==> config.mk <==
export PLATFORM = sky130hd
export DESIGN_NAME = fjov_ram
export DESIGN_NICKNAME = d
export VERILOG_FILES = /design/src/hw/rtl/fjov_ram.sv
export SDC_FILE = /design/constraint.sdc
export NUM_CORES = 1
export LEC_CHECK = 0
export BUFFER_PORTS_ARGS = -buffer_cell sky130_fd_sc_hd__buf_2
export CAP_MARGIN = 10
export CORE_ASPECT_RATIO = 1.1
export CORE_MARGIN = 8
export CORE_UTILIZATION = 39
export CTS_CLUSTER_SIZE = 30
export DETAILED_ROUTE_END_ITERATION = 6
export PLACE_DENSITY_LB_ADDON = 0.1
export SETUP_SLACK_MARGIN = 0.15
export SLEW_MARGIN = 25
export SYNTH_ARGS = -nofsm -noshare
export SYNTH_HDL_FRONTEND = slang
export SYNTH_SLANG_ARGS = --single-unit
==> constraint.sdc <==
create_clock -name clock -period 2.1 [get_ports clock]
set_input_delay 0.21 -clock clock [delete_from_list [all_inputs] [get_ports clock]]
set_output_delay 0.21 -clock clock [all_outputs]
set_load 0.05 [all_outputs]
==> src/hw/rtl/fjov_ram.sv <==
// Generic single-port-write, single-port-read RAM with registered read.
`default_nettype none
module fjov_ram #(
   parameter int WIDTH = 8,
   parameter int DEPTH = 16
) (
   input  wire logic                     clock,
   input  wire logic                     wr_en,
   input  wire logic [$clog2(DEPTH)-1:0] wr_addr,
   input  wire logic [WIDTH-1:0]         wr_data,
   input  wire logic [$clog2(DEPTH)-1:0] rd_addr,
   output logic      [WIDTH-1:0]         rd_data
);
   logic [WIDTH-1:0] mem [DEPTH];

   always_ff @(posedge clock) begin
      if (wr_en) begin
         mem[wr_addr] <= wr_data;
      end
      rd_data <= mem[rd_addr];
   end
endmodule
`default_nettype wire

# ---- Word level (Yosys, flattened, before mapping)
# Memories as Yosys holds them, arrays and structs flattened. A register that Yosys moved wholly into a read port is not among the register bits.
# Cells that the tools add are included.
dict set report op_classes {
  muxes 2
}
# operator n
set op_table {}
lappend op_table {{1-bit two-way mux} 2}
dict set report totals {
  register_bits 0
  elab_cells 3
  mem_bits_rw 128
  in_bits 18
  memories 1
  out_inout_bits 8
}
# memory depth word_bits read_ports rd_clocked_by_memory_dff write_ports line_no
set memory_table {}
lappend memory_table {mem 16 8 1 1 1 14} ;# logic [WIDTH-1:0] mem [DEPTH];

# ---- Logic depth before layout (Yosys ltp)
dict set report logic_depth {
  ltp_word 2
  ltp_mapped 5
  ltp_nobuf 3
}

# ---- Least setup slack after synthesis
# No wires, ideal clock.
dict set report synth_timing {
  path_kind {in2reg}
  start {input wr_addr[2]}
  end {memory mem[0][0], enable pin}
  cell_stages 2
  path_buffers 0
  arrival_ns 1.320
  slack_ns 0.397
  required_time_ns 1.717
  setup_time_ns 0.383
  cell_sequence {or3b_2 -> nor3_1}
}
# element line_no
set synth_lines {}
lappend synth_lines {{start: declaration} 9} ;# input wire logic [$clog2(DEPTH)-1:0] wr_addr,
lappend synth_lines {{end: declaration} 14}
# No word-level cell before the write port.

==> run_results.csv <==
group,metric,value,unit
run_status,status,"complete, no violations",
finish,layout.nets,302,
synthesis,ys_seq_area_frac,0.778,
drt,vias,2411,
drt,ant_nets,0,
critical_path,crit_arrival,1640,ps
drt,wirelength,10400,um
clocking,cts_buffer_depth,2,
sta,maxSlewViolCount,0,
critical_path,crit_type,"reg -> reg",
sta,period_minus_slack,1360,ps
pwr,power_density,1030,nW/um2
sta,fin_skew,6.88,ps
die,rows,44,
critical_path,crit_path_start,"mem[11][6]",
sta,max_freq,736,MHz
sta,slew-limit-headroom,0.591,
clocking,cts_sinks,136,
finish,fin_util,0.473,
clocking,htree_levels,4,
pwr,p_leak,2.10,nW
synthesis,ys_warn_count,0,
die,die_w,126,um
clocking,cts-root-buf,"clkbuf_16",
hold_path,min-delay-start,"wr_data[0]",
finish,fill_cells,1087,
die,die-area,17100,um2
critical_path,critPathMaxFanout,1,
die,boundaryPins,26,
placement,place_inst,426,
finish,ff_latch_area,4000,um2
clocking,cts_buffers,17,
global_route,antenna_found_initial,1,
drt,viasPerCell,5.26,
clocking,cts_setup_buffers,0,
critical_path,crit_required,2380,ps
placement,dpl.hpwl,6550,um
sta,tightestPinTransition,611,ps
global_route,grt_overflow,0,
drt,drtIter0Drc,179,
critical_path,r2r_start,"mem[11][6]",
clocking,clk_latency,410,ps
sta,hold_viol_final,0,
placement,io_buffers,25,
clocking,post_cts_resized,0,
die,die_h,136,um
sta,rsz0062_at_grt,"false",
clocking,cts_tree,"built",
global_route,track_usage,0.132,
die,start_util,0.395,
placement,gp_congestion,0.720,
synthesis,syn_inst,229,
synthesis,synth.distinct_cells,19,
sta,finalSetupViolations,0,
die,core-area,13000,um2
drt,drc,0,
synthesis,synth-seq-cells,136,
sta,final.setup.tns,0,ps
hold_path,min_path_type,"in -> reg",
finish,area_growth,20.0,%
run,drv_cap,0,
pwr,peakVddDrop,0.414,mV
clocking,clk_pin_slew,60,ps
critical_path,worstSetupStartpointType,"flop",
drt,firstDrtPassIters,4,
global_route,grt_pass1_wl,15900,um
finish,drive_gt1_frac,0.327,
finish,multi_input_area,1060,um2
global_route,grt_max_degree,33,
synthesis,syn_area,5150,um2
finish,finalNonFillerCells,458,
finish,diodes,0,
drt,wl_per_cell,22.8,um
clocking,cts_hold_buf,0,
sta,finalCritPeriodShare,0.647,
synthesis,syn_nets,247,
synthesis,syn_avg_cell_area,22.5,um2
global_route,grt_pass1_vias,2530,
critical_path,cp-end-kind,"flop",
[where the power goes]
group	switching, mW	internal, mW	leakage [nW]
Clock	1.10	1.87	0.285
Sequential	0.0176	3.03	1.22
Combinational	0.220	0.124	0.590
[cell usage after synthesis]
cell | number | area, um2
nand3_1 | 1 | 5.00
edfxtp_1 | 128 | 3840
buf_4 | 1 | 7.51
nand3b_1 | 2 | 15.0
a22oi_1 | 16 | 120
nand2b_1 | 2 | 12.5
nand2_1 | 9 | 33.8
or3b_2 | 1 | 8.76
and2b_1 | 1 | 7.51
clkdlybuf4s25_2 | 3 | 30.0
dfxtp_1 | 8 | 160
nor3_1 | 4 | 20.0
and2_1 | 1 | 6.26
nor2_1 | 13 | 48.8
mux4_2 | 18 | 405
nor2b_1 | 1 | 6.26
buf_2 | 3 | 15.0
mux4_1 | 14 | 368
buf_6 | 3 | 33.8
[cells by family after synthesis]
| kind of cell | after synthesis | synth area share |
|---|---|---|
| DFF | 136 | 0.778 |
| and+or+nand+nor | 35 | 0.0318 |
| muxes | 32 | 0.150 |
| AOI/OAI and AO/OA | 16 | 0.0233 |
| buffers and inverters | 10 | 0.0168 |
[path summary, 6_finish.rpt]
check                to  slack, ps  depth (start not counted)
min           mem[9][0]        190                          1
min reg2reg  rd_data[2]        670                          3
max reg2reg  rd_data[6]        740                          3
max          rd_data[6]        740                          3
[registers in the layout (all words and copies together) (netlist names)]
register  flops
rd_data       8
mem         128
[placed cells by master, fill, tap and decap left out, drive strengths merged]
| master | instances |
|---|---|
| nand2 | 9 |
| dfxtp | 8 |
| bufinv | 3 |
| nor2 | 13 |
| clkinvlp | 4 |
| edfxtp | 128 |
| nor2b | 1 |
| nand3b | 2 |
| and2 | 1 |
| and2b | 1 |
| nor3 | 4 |
| a22oi | 16 |
| or3b | 1 |
| buf | 46 |
| nand3 | 1 |
| nand2b | 2 |
| clkbuf | 17 |
| inv | 1 |
| mux4 | 32 |
| clkinv | 7 |
[routing by layer]
layer | track usage | part of all wire
met3 | 0.0401 | 0.045
met1 | 0.171 | 0.46
met5 | 0 | 0.00096
met2 | 0.203 | 0.48
met4 | 0.0589 | 0.012
[cell type report]
type / count / share of cell area
multi-input cells: 83 / 0.171
repair buffers: 46 / 0.0498
clock buffers: 17 / 0.0689
flip-flops and latches: 136 / 0.648
well taps: 161 / 0.0326
clock inverters: 15 / 0.0290
[metrics by stage]
stage / setup WS (ps) / instance area [um2] / power [mW] / hold WS [ps]
2_1_floorplan: 397 / 5150 / 3.32 / 309
3_3_place_gp: 384 / 5570 / 3.46 / 602
3_5_place_dp: 379 / 5570 / 3.46 / 610
4_1_cts: 659 / 6170 / 6.46 / 164
5_1_grt: 656 / 6170 / 6.59 / 185
6_report: 741 / 6170 / 6.37 / 189
[worst max-delay path, cell delays in order, from the launching register on]
cell,delay (ps)
edfxtp_1,360
mux4_2,480
a22oi_1,290
nand2_1,90
(Power assumes the default switching activity.)
